`src/rtl/alu8_pkg.sv`:
```
// ----------------------------------------------------------------------------
// alu8_pkg
// Shared types and constants of the eight-bit ALU with Z N H C flags.
// ----------------------------------------------------------------------------
package alu8_pkg;

  typedef enum logic [4:0] {
    OP_ADD  = 5'd0,
    OP_ADC  = 5'd1,
    OP_SUB  = 5'd2,
    OP_SBC  = 5'd3,
    OP_AND  = 5'd4,
    OP_XOR  = 5'd5,
    OP_OR   = 5'd6,
    OP_CP   = 5'd7,
    OP_INC  = 5'd8,
    OP_DEC  = 5'd9,
    OP_RLCA = 5'd10,
    OP_RRCA = 5'd11,
    OP_RLA  = 5'd12,
    OP_RRA  = 5'd13,
    OP_DAA  = 5'd14,
    OP_CPL  = 5'd15,
    OP_SCF  = 5'd16,
    OP_CCF  = 5'd17,
    OP_RLC  = 5'd18,
    OP_RRC  = 5'd19,
    OP_RL   = 5'd20,
    OP_RR   = 5'd21,
    OP_SLA  = 5'd22,
    OP_SRA  = 5'd23,
    OP_SWAP = 5'd24,
    OP_SRL  = 5'd25,
    OP_BIT  = 5'd26,
    OP_RES  = 5'd27,
    OP_SET  = 5'd28
  } alu_op_t;

  localparam int FLAG_Z = 3;
  localparam int FLAG_N = 2;
  localparam int FLAG_H = 1;
  localparam int FLAG_C = 0;

  localparam logic [7:0] DAA_HIGH_ADJ = 8'h60;
  localparam logic [7:0] DAA_LOW_ADJ  = 8'h06;
  localparam logic [7:0] DAA_BCD_MAX  = 8'h99;
  localparam logic [3:0] DAA_DIGIT_MAX = 4'h9;

  typedef struct packed {
    logic [4:0] req_type;
    logic [7:0] acc;
    logic [7:0] operand;
    logic [2:0] bit_index;
    logic [3:0] flags_in;
  } req_t;

  typedef struct packed {
    logic [7:0] result;
    logic [3:0] flags_out;
    logic       writes_result;
  } rsp_t;

endpackage

```
`src/rtl/alu8_core.sv`:
```
// ----------------------------------------------------------------------------
// alu8_core
// Combinational datapath: computes the result byte, the new flags and the
// write-back mark for one operation.
// ----------------------------------------------------------------------------
module alu8_core (
  input  alu8_pkg::req_t req,
  output alu8_pkg::rsp_t rsp
);
  import alu8_pkg::*;

  logic [7:0] a;
  logic [7:0] b;
  logic       cin;
  logic       hin;
  logic       nin;
  logic       zin;
  logic       t;
  logic [8:0] sum9;
  logic [4:0] sum5;
  logic [8:0] dif9;
  logic [4:0] dif5;
  logic [7:0] inc8;
  logic [7:0] dec8;
  logic [7:0] daa_adj;
  logic       daa_c;
  logic [7:0] daa_res;
  logic [7:0] bit_mask;
  logic [7:0] r;
  logic       z;
  logic       n;
  logic       h;
  logic       c;
  logic       wr;

  always_comb begin
    a        = req.acc;
    b        = req.operand;
    cin      = req.flags_in[FLAG_C];
    hin      = req.flags_in[FLAG_H];
    nin      = req.flags_in[FLAG_N];
    zin      = req.flags_in[FLAG_Z];
    t        = ((req.req_type == OP_ADC) || (req.req_type == OP_SBC)) ? cin : 1'b0;
    sum9     = {1'b0, a} + {1'b0, b} + {8'd0, t};
    sum5     = {1'b0, a[3:0]} + {1'b0, b[3:0]} + {4'd0, t};
    dif9     = {1'b0, a} - {1'b0, b} - {8'd0, t};
    dif5     = {1'b0, a[3:0]} - {1'b0, b[3:0]} - {4'd0, t};
    inc8     = b + 8'd1;
    dec8     = b - 8'd1;
    bit_mask = 8'd1 << req.bit_index;

    daa_adj = 8'd0;
    daa_c   = cin;
    if (!nin) begin
      if (cin || (a > DAA_BCD_MAX)) begin
        daa_adj = daa_adj | DAA_HIGH_ADJ;
        daa_c   = 1'b1;
      end
      if (hin || (a[3:0] > DAA_DIGIT_MAX)) begin
        daa_adj = daa_adj | DAA_LOW_ADJ;
      end
      daa_res = a + daa_adj;
    end else begin
      if (cin) begin
        daa_adj = daa_adj | DAA_HIGH_ADJ;
      end
      if (hin) begin
        daa_adj = daa_adj | DAA_LOW_ADJ;
      end
      daa_res = a - daa_adj;
    end

    r  = a;
    z  = zin;
    n  = nin;
    h  = hin;
    c  = cin;
    wr = 1'b1;

    case (req.req_type)
      OP_ADD, OP_ADC: begin
        r = sum9[7:0];
        z = (r == 8'd0);
        n = 1'b0;
        h = sum5[4];
        c = sum9[8];
      end
      OP_SUB, OP_SBC, OP_CP: begin
        r = dif9[7:0];
        z = (r == 8'd0);
        n = 1'b1;
        h = dif5[4];
        c = dif9[8];
        if (req.req_type == OP_CP) begin
          r  = a;
          wr = 1'b0;
        end
      end
      OP_AND: begin
        r = a & b;
        z = (r == 8'd0);
        n = 1'b0;
        h = 1'b1;
        c = 1'b0;
      end
      OP_XOR, OP_OR: begin
        r = (req.req_type == OP_XOR) ? (a ^ b) : (a | b);
        z = (r == 8'd0);
        n = 1'b0;
        h = 1'b0;
        c = 1'b0;
      end
      OP_INC: begin
        r = inc8;
        z = (r == 8'd0);
        n = 1'b0;
        h = (b[3:0] == 4'hF);
      end
      OP_DEC: begin
        r = dec8;
        z = (r == 8'd0);
        n = 1'b1;
        h = (b[3:0] == 4'h0);
      end
      OP_RLCA, OP_RLA: begin
        r = {a[6:0], (req.req_type == OP_RLCA) ? a[7] : cin};
        z = 1'b0;
        n = 1'b0;
        h = 1'b0;
        c = a[7];
      end
      OP_RRCA, OP_RRA: begin
        r = {(req.req_type == OP_RRCA) ? a[0] : cin, a[7:1]};
        z = 1'b0;
        n = 1'b0;
        h = 1'b0;
        c = a[0];
      end
      OP_DAA: begin
        r = daa_res;
        z = (r == 8'd0);
        h = 1'b0;
        c = daa_c;
      end
      OP_CPL: begin
        r = ~a;
        n = 1'b1;
        h = 1'b1;
      end
      OP_SCF, OP_CCF: begin
        n  = 1'b0;
        h  = 1'b0;
        c  = (req.req_type == OP_SCF) ? 1'b1 : ~cin;
        wr = 1'b0;
      end
      OP_RLC, OP_RL, OP_SLA: begin
        case (req.req_type)
          OP_RLC:  r = {b[6:0], b[7]};
          OP_RL:   r = {b[6:0], cin};
          default: r = {b[6:0], 1'b0};
        endcase
        z = (r == 8'd0);
        n = 1'b0;
        h = 1'b0;
        c = b[7];
      end
      OP_RRC, OP_RR, OP_SRA, OP_SRL: begin
        case (req.req_type)
          OP_RRC:  r = {b[0], b[7:1]};
          OP_RR:   r = {cin, b[7:1]};
          OP_SRA:  r = {b[7], b[7:1]};
          default: r = {1'b0, b[7:1]};
        endcase
        z = (r == 8'd0);
        n = 1'b0;
        h = 1'b0;
        c = b[0];
      end
      OP_SWAP: begin
        r = {b[3:0], b[7:4]};
        z = (r == 8'd0);
        n = 1'b0;
        h = 1'b0;
        c = 1'b0;
      end
      OP_BIT: begin
        r  = b;
        z  = ~b[req.bit_index];
        n  = 1'b0;
        h  = 1'b1;
        wr = 1'b0;
      end
      OP_RES: begin
        r = b & ~bit_mask;
      end
      OP_SET: begin
        r = b | bit_mask;
      end
      default: begin
        r  = a;
        wr = 1'b0;
      end
    endcase

    rsp.result        = r;
    rsp.flags_out     = {z, n, h, c};
    rsp.writes_result = wr;
  end

endmodule

```
`src/rtl/cpu_alu_8bit_with_flags_top.sv`:
```
// ----------------------------------------------------------------------------
// cpu_alu_8bit_with_flags_top
// Eight-bit ALU with Z N H C flags: input register, combinational datapath,
// result register.
// ----------------------------------------------------------------------------
// Each transaction on the request channel carries an operation code, the
// accumulator, an operand, a bit index and the incoming flags; exactly one
// transaction appears on the response channel for it, having passed the input
// register and then the result register, and in request order.
// The block accepts one transaction every cycle when neither channel stalls:
// the input register and the result register form a two-stage pipeline
// around a single combinational pass; throughput is one operation per clock.
module cpu_alu_8bit_with_flags_top (
  input  logic           clk,
  input  logic           rst,
  input  logic           req_valid,
  output logic           req_stall,
  input  alu8_pkg::req_t req,
  output logic           rsp_valid,
  input  logic           rsp_stall,
  output alu8_pkg::rsp_t rsp
);
  import alu8_pkg::*;

  req_t req_q;
  logic req_q_valid;
  rsp_t rsp_next;
  logic advance;

  assign advance   = !rsp_valid || !rsp_stall;
  assign req_stall = req_q_valid && !advance;

  alu8_core u_core (
    .req (req_q),
    .rsp (rsp_next)
  );

  always_ff @(posedge clk) begin
    if (rst) begin
      req_q_valid <= 1'b0;
      rsp_valid   <= 1'b0;
    end else begin
      if (!req_stall) begin
        req_q_valid <= req_valid;
      end
      if (advance) begin
        rsp_valid <= req_q_valid;
      end
    end
  end

  always_ff @(posedge clk) begin
    if (req_valid && !req_stall) begin
      req_q <= req;
    end
    if (advance && req_q_valid) begin
      rsp <= rsp_next;
    end
  end

endmodule

```
`config.mk`:
```
export PLATFORM = sky130hd
export DESIGN_NAME = cpu_alu_8bit_with_flags_top
export DESIGN_NICKNAME = d
export VERILOG_FILES = /design/src/rtl/alu8_pkg.sv /design/src/rtl/alu8_core.sv /design/src/rtl/cpu_alu_8bit_with_flags_top.sv
export SDC_FILE = /design/constraint.sdc
export NUM_CORES = 1
export LEC_CHECK = 0
export BUFFER_PORTS_ARGS = -buffer_cell sky130_fd_sc_hd__buf_4
export CAP_MARGIN = 20
export CORE_ASPECT_RATIO = 2
export CORE_MARGIN = 2
export CORE_UTILIZATION = 35
export CTS_BUF_LIST = sky130_fd_sc_hd__clkbuf_16
export DETAILED_ROUTE_END_ITERATION = 12
export PLACE_DENSITY_LB_ADDON = 0.3
export SKIP_LAST_GASP = 1
export SLEW_MARGIN = 20
export SYNTH_ARGS = -nofsm -noshare
export SYNTH_HDL_FRONTEND = slang
export SYNTH_HIERARCHICAL = 1
export SYNTH_SLANG_ARGS = --single-unit
```
`constraint.sdc`:
```
create_clock -name clk -period 4.75 [get_ports clk]
set_clock_uncertainty 0.15 [all_clocks]
set_input_delay 0.475 -clock clk [delete_from_list [all_inputs] [get_ports clk]]
set_output_delay 0.475 -clock clk [all_outputs]
set_load 0.02 [all_outputs]
```
==> impl.org, run 1 <==
** Power
- Worst supply voltage drop on vdd :: 0.000180 V
- Total power per unit cell area :: 243 mW/mm^2
- Combinational logic is responsible for 39.0% of the overall power.
- Per report_power, the sequential group accounts for 34.1% of the total.
- Net switching is 39.9% of the power.
- Total power for the finished layout comes to 1.40 mW.
- Leakage power :: 2.29 nW
- Relative contribution of the clock network to total power :: 27.0%
- The internal power of the cells totals 0.842 mW.
- Summed over all nets, the switching power comes to 0.558 mW.

** Yosys
- Portion of synthesized cell area occupied by the leading cell type :: 24.0%
- The synthesized netlist devotes 23.2% of its cell area to simple gates.
- Main area contributors after synthesis :: edfxtp_1 24%, ha_1 11%, nor2_1 4.9%
- After synthesis, flip-flops and latches occupy 24.8% of the total area.
- For this run, asynchronously set or reset flops after synthesis account for 0%.
- Count of distinct cell types in the synthesized netlist :: 78
- Adder and majority gate portion of the synthesized area :: 12.3%
- Dominant combinational cell family by area after synthesis :: simple AND/OR/NAND/NOR gates
- After Yosys synthesis, XOR and XNOR cells account for 5.80% of the synthesized area.
- The biggest area contributor in the post-synthesis netlist is edfxtp_1.
- Synthesis inferred 43 register bits.
- The Yosys step of the flow raised 6 warnings.
- Counting every net in the synthesized netlist gives 705.
- After synthesis, the share of cell area in mux cells is 3.46%.
- Synthesis handed over a netlist of 625 instances.
- Main flop type after synthesis :: edfxtp_1
- Cell types with the highest counts after synthesis :: 67 x nor2_1, 48 x nand2_1, 44 x ha_1
- Share of the synthesized area in compound gates (AO/OA/AOI/OAI) :: 22.8%
- In this run, synthesis inferred 41 flip-flops with an integrated enable.
- Cell area after synthesis :: 0.00514 mm^2
- Avg Inst Size Synth :: 8.22 um^2
- By instance count, the leading cell after synthesis is nor2_1.

** Placement
- Final weighted congestion in routability-driven placement :: 1.02
- Cell Count Post-Placement :: 836
- The placed instances occupy a cell area of 0.00562 mm^2.
- Input and output buffers added on the ports amount to 46.
- The HPWL after detailed placement is 18,500 um.
- Timing analysis after detailed placement gives a worst setup slack of 0.726 ns.

** Global routing
- For this run the aggregate overflow at the end of global routing stands at 0.
- The first global-routing pass estimated 34,900 um of wire.
- Entering global routing, the biggest net connects 40 pins.
- The via count of the first global-routing pass was 5,208.
- Global routing consumed, over all layers together, 31.4% of the routing resources.
- Number of antenna violations at the first check in global routing :: 0

** Floorplanning
- The die covers 0.0157 mm^2.
- Std cell rows :: 62
- In this run the count of I/O pins placed on the die edge is 47.
- The die is 175 um tall.
- Std-Cell Core Area :: 0.0144 mm^2
- Initial Util :: 35.8%
- From left edge to right edge, the die measures 89.7 um.

** STA
- Total negative slack for setup checks :: 0 ns
- The final hold violation count came to 0.
- Maximum clock frequency :: 0.246 GHz
- Count of endpoints failing setup in the final report :: 0
- After layout, the minimum clock period comes to 4.07 ns.
- Fin crit share :: 85.7%
- The count of pins over their slew limit came to 0.
- Setup repair after global routing left no endpoint under its margin.
- Worst-case hold slack :: 0.177 ns
- In this run the tightest slew margin relative to its limit is 36.6%.
- Minimum setup slack in the final design :: 0.678 ns
- Least-Margin Pin Slew :: 0.949 ns

** Clocking
- TritonCTS built the clock tree.
- The clock drives 43 sinks.
- After clock tree synthesis, the clock-pin slew on the worst setup and hold paths is 0.07 ns.
- For this design, the CTS-stage hold fixing added 0 buffers.
- The number of clock buffers added by TritonCTS is 5.
- At the later pin of the worst-skew pair, clock insertion delay measures 0.31 ns.
- The clock passes through at most 2 buffers.
- Post-CTS Setup Repair Bufs :: 0
- Root Buffer :: clkbuf_16
- Gates resized during post-CTS repair numbered 0.
- The H-tree was split into 2 levels.

** Worst setup path
- Cell Chain, Critical Path :: inv_1, a21oi_1, nor2_1, inv_1, nand2_1, nand2_1, ha_1, o21a_1, nor2_1, o21ai_0, a31oi_1, xnor2_1, nor2_1, o32a_1
- In this design, the stage delay of the slowest critical-path cell is 0.71 ns.
- On the critical path, the stage with the largest delay is an instance of edfxtp_1.
- Crit end category :: flip-flop
- CP dominant cell by count :: nor2_1
- Data arrives at the worst endpoint at 3.97 ns.
- At the worst endpoint, the required time is 4.65 ns.
- Startpoint kind of the worst setup timing path :: flip-flop
- The setup path with the least slack is of type reg2reg.
- In this run the worst path has a maximum fanout of 11.

** Finish
- After filler insertion, the fill cell instance count of the layout stands at 1,504.
- P&R area growth vs syn :: 12.3%
- Fraction of layout instances using a drive strength above 1 :: 13.7%
- Net count of the finished layout :: 731
- The number of antenna diodes in the final layout is 0.
- Post-route non-filler standard cell count :: 844
- Final instance area :: 0.00577 mm^2
- Measured on the finished design, the core utilization comes to 40.2%.

** Drt
- The routed layout has 5,329 vias.
- For this run, design rule violations remaining after detail routing come to 0.
- Post-route antenna net violation count :: 0
- The first TritonRoute pass finished after 5 iterations.
- Vias per cell :: 6.31
- The routed design has 23,900 um of wire.
- Detail-routed net length per standard cell :: 28.3 um
- The detailed router finished its first iteration with 487 violations.

** Run status
- The run finished with clean final reports.

** Flow run
- Max Cap Violations :: 0

** Min path
- The tightest min-delay check is of the in2reg type.
==> power groups by stage <==
stage / combinational [mW] / sequential [mW] / clock [mW]
floorplan: 0.337 / 0.482 / 0
global placement: 0.525 / 0.484 / 0
detailed placement: 0.527 / 0.485 / 0
CTS: 0.530 / 0.476 / 0.391
global route: 0.575 / 0.480 / 0.403
finish: 0.545 / 0.477 / 0.377
==> flip-flops by register name, indices dropped and copies added, names as in the netlist <==
register,count
req_q,28
req_q_valid,1
rsp_valid,1
rsp,13
==> path summary, 6_finish.rpt <==
path                     from          end  slack [ns]  depth (start not counted)
hold reg to reg   req_q_valid  req_q_valid        0.34                          2
setup / recovery    req_q[16]      rsp[12]        0.68                         14
setup reg to reg    req_q[16]      rsp[12]        0.68                         14
hold / removal            rst  req_q_valid        0.18                          2
==> cell families (layout without fill, tap and decap cells) <==
kind of cell | count (synthesis) | count (layout)
buffers and inverters | 84 | 111
xor gates and xnor gates | 34 | 34
AOI/OAI and AO/OA | 171 | 171
and+or+nand+nor | 230 | 230
adders and majority gates | 48 | 48
muxes | 15 | 15
DFF | 43 | 43
==> critical path: cells and delay by family (launching register included) <==
kind | cells | cell delay (ns)
XOR/XNOR | 1 | 0.18
adder cells (fa/ha/maj) | 1 | 0.28
AND/OR/NAND/NOR | 5 | 0.58
AO/OA/AOI/OAI | 5 | 1.48
buffers and inverters | 2 | 0.43
flip-flops | 1 | 0.71
==> area by class of cell <==
type / count / area (um^2) / area share (%)
Clock buffer: 5 / 125 / 2.17
Clock inverter: 3 / 23.8 / 0.412
Inverter: 37 / 139 / 2.41
Tap cell: 192 / 240 / 4.16
Multi-Input combinational cell: 498 / 3470 / 60.2
Sequential cell: 43 / 1270 / 22.0
Timing Repair Buffer: 66 / 495 / 8.59
==> cells in the final DEF (no fill, tap or decap), types with 5 or more instances in the layout <==
| cell | netlist | final |
|---|---|---|
| mux2i_1 | 11 | 11 |
| ha_1 | 44 | 44 |
| o21ai_0 | 32 | 32 |
| nand2_1 | 48 | 48 |
| clkbuf_16 | 0 | 5 |
| a211oi_1 | 14 | 14 |
| a21oi_1 | 33 | 33 |
| nand3_1 | 20 | 20 |
| o211ai_1 | 5 | 5 |
| o221ai_1 | 5 | 5 |
| and3_1 | 8 | 8 |
| a31oi_1 | 7 | 7 |
| nor3b_1 | 7 | 7 |
| a21o_1 | 5 | 5 |
| edfxtp_1 | 41 | 41 |
| a221oi_1 | 6 | 6 |
| xnor2_1 | 21 | 21 |
| xor2_1 | 13 | 13 |
| o22ai_1 | 9 | 9 |
| o32a_1 | 5 | 5 |
| nor2_1 | 67 | 66 |
| buf_4 | 7 | 66 |
| nor2b_1 | 10 | 10 |
| a22oi_1 | 8 | 8 |
| nor3_1 | 15 | 15 |
| nand4_1 | 12 | 12 |
| inv_1 | 35 | 35 |
| nor4_1 | 9 | 9 |
==> layer usage <==
| metal | vias to the layer above | track usage (%) | share of wire, % |
|---|---|---|---|
| met5 | - | 0 | 0 |
| met4 | 0 | 23.2 | 9.4 |
| met3 | 91 | 4.98 | 5.1 |
| met2 | 282 | 52.6 | 51 |
| met1 | 2586 | 34.0 | 34 |
| li1 | 2370 | - | - |
Note: power is estimated with default switching activity, not from simulation.
==> run 2: changes to the inputs <==
- CORE_ASPECT_RATIO: 2 -> not set
==> run 2 against run 1 <==
  * Register-to-register slack better by 0.19 ns
  * Critical path type unchanged
  * Via count is 3.6% lower
  * Worst setup slack better by 0.19 ns
  * Design area is 0.93% lower
  * Sequential share of layout area is 0.21 points higher
  * Largest power group unchanged
  * Largest cell class unchanged
  * Cell count is 1.4% lower
  * Highest routed layer unchanged
  * Count of clock-buffer cells in the layout stayed put
  * Non-clock buffer count is 5 lower
  * Combinational power is 8.4% lower
  * Power is 3.9% lower
==> impl.org, run 2 (same netlist as run 1, synthesis figures left out) <==
** Run status
- The flow ran to the end, and the final reports show no timing, DRC or antenna violations.

** STA
- The minimum hold slack is 0.186 ns (+0.00881 ns).
- Least-Margin Pin Slew :: 0.950 ns (+0.00109 ns)
- Count of final hold-check violations :: 0 (unchanged)
- The count of pins over their slew limit was 0 (unchanged).
- The worst slew slack as a fraction of its limit is 36.3% (-0.29 points).
- Count of endpoints failing setup in the final report :: 0 (unchanged)
- Fin crit share :: 81.8% (-3.9 points)
- RSZ-0062 raised after global routing :: false
- Maximum clock frequency :: 0.257 GHz (+4.8%)
- The setup total negative slack came to 0 ns (unchanged).
- The final critical-path required period was 3.89 ns (-0.186 ns).

** Power
- The proportion of total power due to net switching was 38.0% (-1.8 points).
- Internal power :: 0.833 mW (-1.0%)
- The peak supply drop is 0.000119 V (-34%).
- The share of power burned in the clock network is 27.0% (about the same).
- Sequential power share :: 35.8% (+1.7 points)
- P_sw :: 0.512 mW (-8.3%)
- Leakage power :: 2.27 nW (-0.93%)
- Total power per unit cell area :: 235 mW/mm^2 (-3.0%)
- Part of the power in combinational logic :: 37.1% (-1.9 points)

** Finish
- The post-route non-filler standard cell count is 832 (-1.4%).
- P&R area growth vs syn :: 11.3%
- Counting flops per register, the top entry is req_q.
- The ratio of cells with drive above 1 in the final layout was 13.0% (-0.67 points).
- In the layout the commonest cells are 66 x nor2_1, 61 x buf_4, 48 x nand2_1, 44 x ha_1, 41 x edfxtp_1.
- The library cell used most frequently in the layout, excluding fill and tap cells, is nor2_1.
- The number of nets in the layout came to 726 (-0.68%).
- The flip-flop count of the largest register, all copies and words added was 28 (unchanged).
- Biggest regs :: req_q (28), rsp (13)

** Global routing
- The largest net degree at the start of global routing was 40 (unchanged).
- The total global routing track utilization came to 24.6% (-6.7 points).
- The initial antenna violation count came to 1 (+1).
- The via count of the first global-routing pass was 4,857 (-6.7%).
- First-pass GRT wire length :: 29,700 um (-15%)
- GRT Residual Overflow :: 0 (unchanged)

** Min path
- Number of stages on the worst hold path :: 1 (-1)
- Hold/Removal Path Class :: in2reg

** Worst setup path
- The critical path data required time was 4.66 ns (about the same).
- In this run the worst setup path begins at req_q[16].
- Source of the worst register-to-register timing path :: req_q[16]
- The worst setup path is captured at a flip-flop.
- The worst setup path is launched from a flip-flop.
- The worst setup path is of the reg2reg kind.
- Worst Path Arrival :: 3.80 ns (-0.17 ns)
- The peak fanout along the critical path is 11 (unchanged).
- Worst Reg-to-Reg Cells :: 12 (-2)
- The setup slack of the most critical reg-to-reg path came to 0.86 ns (+0.19 ns).
- CP Capture Point :: rsp[4]
- The endpoint identified for the worst register-to-register timing path is rsp[4].

** Clocking
- The clock sink count was 43 (unchanged).
- Post-CTS Setup Repair Bufs :: 0 (unchanged)
- # resized after CTS :: 0 (unchanged)
- The number of buffers inserted during clock tree synthesis is 5 (unchanged).
- TritonCTS built the clock tree.
- The clock tree buffer depth came to 2 (unchanged).
- Hold-fix buffers at CTS :: 0 (unchanged)
- In this run the clock root is driven by a clkbuf_16.
- CTS clk-pin slew, worst paths :: 0.08 ns (about the same)
- The number of H-tree levels was 2 (unchanged).
- The clock latency on the worst-skew pair was 0.31 ns (about the same).

** Drt
- The number of vias after detailed routing came to 5,136 (-3.6%).
- Total Routed Length :: 19,600 um (-18%)
- The number of vias per cell was 6.17 (-2.2%).
- Drt pass-1 iters :: 6 (+1)
- The detailed-route DRC error count came to 0 (unchanged).
- The number of nets still failing antenna checks after routing is 0 (unchanged).
- 1st-iter DRT viols :: 737 (+51%)
- The average detailed-routed wire length per instance was 23.6 um (-16%).

** Floorplanning
- Std-Cell Core Area :: 0.0144 mm^2 (+0.51%)
- Die X :: 125 um (+40%)
- The die extent in y is 125 um (-29%).
- The overall die area was 0.0157 mm^2 (-0.37%).
- I/O pin count :: 47 (unchanged)
- Std cell rows :: 44 (-29%)
- Initial Util :: 35.6% (-0.18 points)

** Placement
- The number of placed cells counting well taps is 823 (-1.6%).
- The count of input and output buffers was 46 (unchanged).
- The detailed placement HPWL was 14,800 um (-20%).
- Final weighted congestion in routability-driven placement :: 0.987 (-3.1%)

** Flow run
- The max-cap violation count came to 0 (unchanged).
[run 2: metrics by stage]
stage / total power [mW] / instance area [um^2] / utilization (%) / worst slack [ns]
CTS: 1.34 / 5710 / 39.6 / 0.898
detailed placement: 0.976 / 5570 / 38.6 / 0.910
floorplan: 0.820 / 5140 / - / 0.912
finish: 1.34 / 5720 / 39.6 / 0.864
global route: 1.41 / 5710 / 39.6 / 0.723
global placement: 0.976 / 5570 / 38.6 / 1.04
[run 2: layer usage]
| metal | track usage, % | wire length [um] | vias up |
|---|---|---|---|
| li1 | - | - | 2358 |
| met5 | 0 | 0 | - |
| met2 | 37.1 | 8760 | 286 |
| met3 | 4.07 | 1700 | 48 |
| met1 | 33.7 | 8240 | 2444 |
| met4 | 13.4 | 951 | 0 |
[run 2: worst min-delay path by stage]
stage	startpoint	end	slack (ns)
6_report	req[4]	req_q[4]	0.19
5_1_grt	req[4]	req_q[4]	0.19
4_1_cts	req[4]	req_q[4]	0.18
3_5_place_dp	req_q_valid	req_q_valid	0.35
3_3_place_gp	req_q_valid	req_q_valid	0.32
2_1_floorplan	req_q_valid	req_q_valid	0.31
[run 2: layout make-up]
cell class,instances,area [um^2]
flip-flops and latches,43,1270
repair buffers,61,458
clock inverters,3,16.3
inverters,37,139
fillers,1491,8710
clock buffers,5,125
well taps,184,230
diodes,1,2.50
multi-input cells,498,3470
[run 2: power by group through the flow]
stage / combinational [mW] / sequential, mW / clock [mW]
after detailed placement: 0.486 / 0.490 / 0
final: 0.499 / 0.482 / 0.364
after global routing: 0.535 / 0.486 / 0.386
after floorplan: 0.337 / 0.482 / 0
after CTS: 0.489 / 0.482 / 0.373
after global placement: 0.487 / 0.489 / 0
[run 2: worst max-delay path: stages (launching register included)]
cell	delay (ns)
edfxtp_1	0.75
inv_1	0.30
a21oi_1	0.27
nand2_1	0.08
nand3_1	0.13
a21oi_1	0.12
ha_1	0.30
mux2_2	0.26
ha_1	0.22
or4b_1	0.53
nand3_1	0.13
nor4b_1	0.07
o32a_1	0.32
==> run 3: changes to the inputs <==
- clock period: 4.75 -> 3.8 ns (I/O delays scaled with it)
==> run 3 against run 2 <==
  * First-iteration DRC count rose by 5.7%
  * Design area rose by 3.6%
  * Combinational power rose by 33%
  * Maximum frequency rose by 13%
  * Sequential cell count did not move
  * Via count rose by 3.5%
  * Non-clock buffer count rose by 24
  * Sequential power rose by 21%
  * Hold slack got worse by 0.10 ns
  * Sequential share of layout area fell by 0.78 points
==> impl.org, run 3 (same netlist as run 1, synthesis figures left out) <==
** Run status
- Outcome :: finished clean

** Clocking
- The count of hold-fix buffers inserted at cts came to 0 (unchanged).
- The clock latency on the worst-skew pair was 0.32 ns (about the same).
- The count of cells resized by post-cts repair is 0 (unchanged).
- The number of H-tree levels came to 2 (unchanged).
- CTS clk-pin slew, worst paths :: 0.07 ns (about the same)
- The number of buffers inserted during clock tree synthesis came to 5 (unchanged).
- Post-CTS Setup Repair Bufs :: 0 (unchanged)
- Clock Sinks :: 43 (unchanged)
- TritonCTS clock tree :: built
- CTS max path bufs :: 2 (unchanged)
- The tree is rooted in a clkbuf_16.

** Worst setup path
- Worst Reg-to-Reg Cells :: 12 (unchanged)
- For this design, the slowest cell found on the critical path is or4b_1.
- Launching element of the worst setup path :: req_q[18]
- Data required, critical path :: 3.71 ns (-0.95 ns)
- The number of gates on the worst path with buffers counted came to 12 (unchanged).
- STA classifies the critical path endpoint as a flip-flop.
- The peak fanout along the critical path was 4 (-7).
- The signal on the critical path passes through inv_1, a21oi_1, nand2_1, nand3_1, a21oi_1, ha_1, mux2_2, ha_1, or4b_1, nand3_1, nor4b_1, o32a_1.
- By startpoint and endpoint, the worst setup path is classified as reg2reg.
- The critical path ends at rsp[4].
- The sum of buffers and inverters on the critical path was 1 (unchanged).
- Largest stage delay, worst path :: 0.54 ns (-0.21 ns)
- Slack of the worst reg-to-reg path :: 0.37 ns (-0.49 ns)
- Startpoint kind of the worst setup timing path :: flip-flop
- The endpoint identified for the worst register-to-register timing path is rsp[4].
- Crit path max-delay family :: simple AND/OR/NAND/NOR gates
- The startpoint identified for the worst register-to-register timing path is req_q[18].
- The data arrival time of the worst path came to 3.34 ns (-0.46 ns).

** Finish
- FILL cells :: 1,476 (-1.0%)
- Post-route non-filler standard cell count :: 855 (+2.8%)
- The area growth from synthesis to layout is 15.3%.
- In the final layout, the registers with the most flip-flops are req_q (28), rsp (13).
- Top library cells by usage in the layout, fill and taps aside :: 85 x buf_4, 66 x nor2_1, 48 x nand2_1, 44 x ha_1, 41 x edfxtp_1
- The ratio of cells with drive above 1 in the final layout is 16.2% (+3.3 points).
- The library cell used most frequently in the layout, excluding fill and tap cells, is buf_4.
- The flip-flop count of the largest register, all copies and words added is 28 (unchanged).
- The core occupancy in the finished layout was 41.1% (+1.4 points).
- Final instance area :: 0.00592 mm^2 (+3.6%)
- Largest register by flop count :: req_q
- Antenna diode count :: 0 (-1)
- The number of nets in the layout was 750 (+3.3%).

** Global routing
- The initial antenna violation count was 0 (-1).
- Pin count of the biggest net entering global routing :: 40 (unchanged)
- The wire length of the first global-routing pass was 30,800 um (+3.8%).
- The total global routing track utilization is 25.8% (+1.1 points).
- GRT Residual Overflow :: 0 (unchanged)
- The via count of the first global-routing pass came to 5,037 (+3.7%).

** Flow run
- Max Cap Violations :: 0 (unchanged)

** STA
- The final critical-path required period came to 3.43 ns (-0.455 ns).
- RSZ-0062 raised after global routing :: false
- The post-route clock period utilization is 90.3% (+8.5 points).
- Worst slew margin :: 47.0% (+11 points)
- Count of endpoints failing setup in the final report :: 0 (unchanged)
- The setup total negative slack was 0 ns (unchanged).
- Count of final hold-check violations :: 0 (unchanged)
- The count of pins over their slew limit came to 0 (unchanged).
- Maximum clock frequency :: 0.291 GHz (+13%)
- The slew at the pin closest to its max-slew limit was 0.796 ns (-0.155 ns).

** Placement
- The count of input and output buffers came to 46 (unchanged).
- The number of placed cells counting well taps is 847 (+2.9%).
- Final HPWL DP :: 15,600 um (+5.0%)
- The weighted congestion at the end of routability-driven global placement was 0.985 (-0.23%).
- The area of placed instances is 0.00575 mm^2 (+3.3%).

** Floorplanning
- Area of the die :: 0.0157 mm^2 (unchanged)
- Die X :: 125 um (unchanged)
- Std cell rows :: 44 (unchanged)
- The number of placed I/O pins is 47 (unchanged).
- Std-Cell Core Area :: 0.0144 mm^2 (unchanged)
- Initial Util :: 35.6% (unchanged)
- Die Height :: 125 um (unchanged)

** Drt
- The first-pass iteration count of the detailed router was 5 (-1).
- The number of vias after detailed routing came to 5,316 (+3.5%).
- Number of remaining DRC errors :: 0 (unchanged)
- The iteration-0 DRC count of the detailed router was 779 (+5.7%).
- Total Routed Length :: 20,300 um (+3.5%)
- Detail-routed net length per standard cell :: 23.8 um (+0.69%)
- Post-route antenna net violation count :: 0 (unchanged)
- Vias per cell :: 6.22 (+0.72%)

** Power
- The total power consumption of the routed design came to 1.78 mW (+32%).
- Total power per unit cell area :: 300 mW/mm^2 (+28%)
- The peak supply drop was 0.000177 V (+49%).
- Leakage power :: 2.40 nW (+5.7%)

** Min path
- The worst hold path belongs to the class in2reg.
==> run 3: changes by cell type in the layout (fill, tap and decap cells not counted), sizes merged <==
cell,change
diode,-1
clkinvlp,-1
inv,-1
bufinv,+1
clkinv,+1
buf,+24
==> run 3: metal layers <==
metal / routed length, um / GRT usage [%]
met1: 8940 / 36.5
met2: 8810 / 37.9
met3: 1630 / 4.79
met4: 946 / 12.1
met5: 0 / 0
==> run 3: cell type report <==
class / count / area [um^2] / share of cell area, %
Clock buffer: 5 / 125 / 2.11
Timing Repair Buffer: 85 / 638 / 10.8
Tap cell: 184 / 230 / 3.89
Sequential cell: 43 / 1270 / 21.5
Multi-Input combinational cell: 498 / 3470 / 58.7
Inverter: 37 / 139 / 2.35
Clock inverter: 3 / 43.8 / 0.739
==> run 3: report_power, final <==
part           switching [mW]  internal [mW]  total [mW]
registers              0.0258          0.558       0.583
clock network           0.222          0.311       0.533
logic                   0.404          0.259       0.663
==> run 3: worst min-delay path by stage <==
stage | from | endpoint | cells after the start
CTS | rst | req_q_valid | 2
floorplan | rst | req_q_valid | 1
finish | rst | req_q_valid | 2
detailed placement | req_q_valid | req_q_valid | 2
global placement | req_q_valid | req_q_valid | 2
global route | rst | req_q_valid | 2
==> run 3: per-stage QoR <==
| step | hold WS, ns | worst slack [ns] |
|---|---|---|
| 6_report | 0.0816 | 0.369 |
| 5_1_grt | 0.0781 | 0.183 |
| 4_1_cts | 0.0741 | 0.393 |
| 3_5_place_dp | 0.332 | 0.395 |
| 3_3_place_gp | 0.322 | 0.458 |
| 2_1_floorplan | 0.292 | 0.0677 |
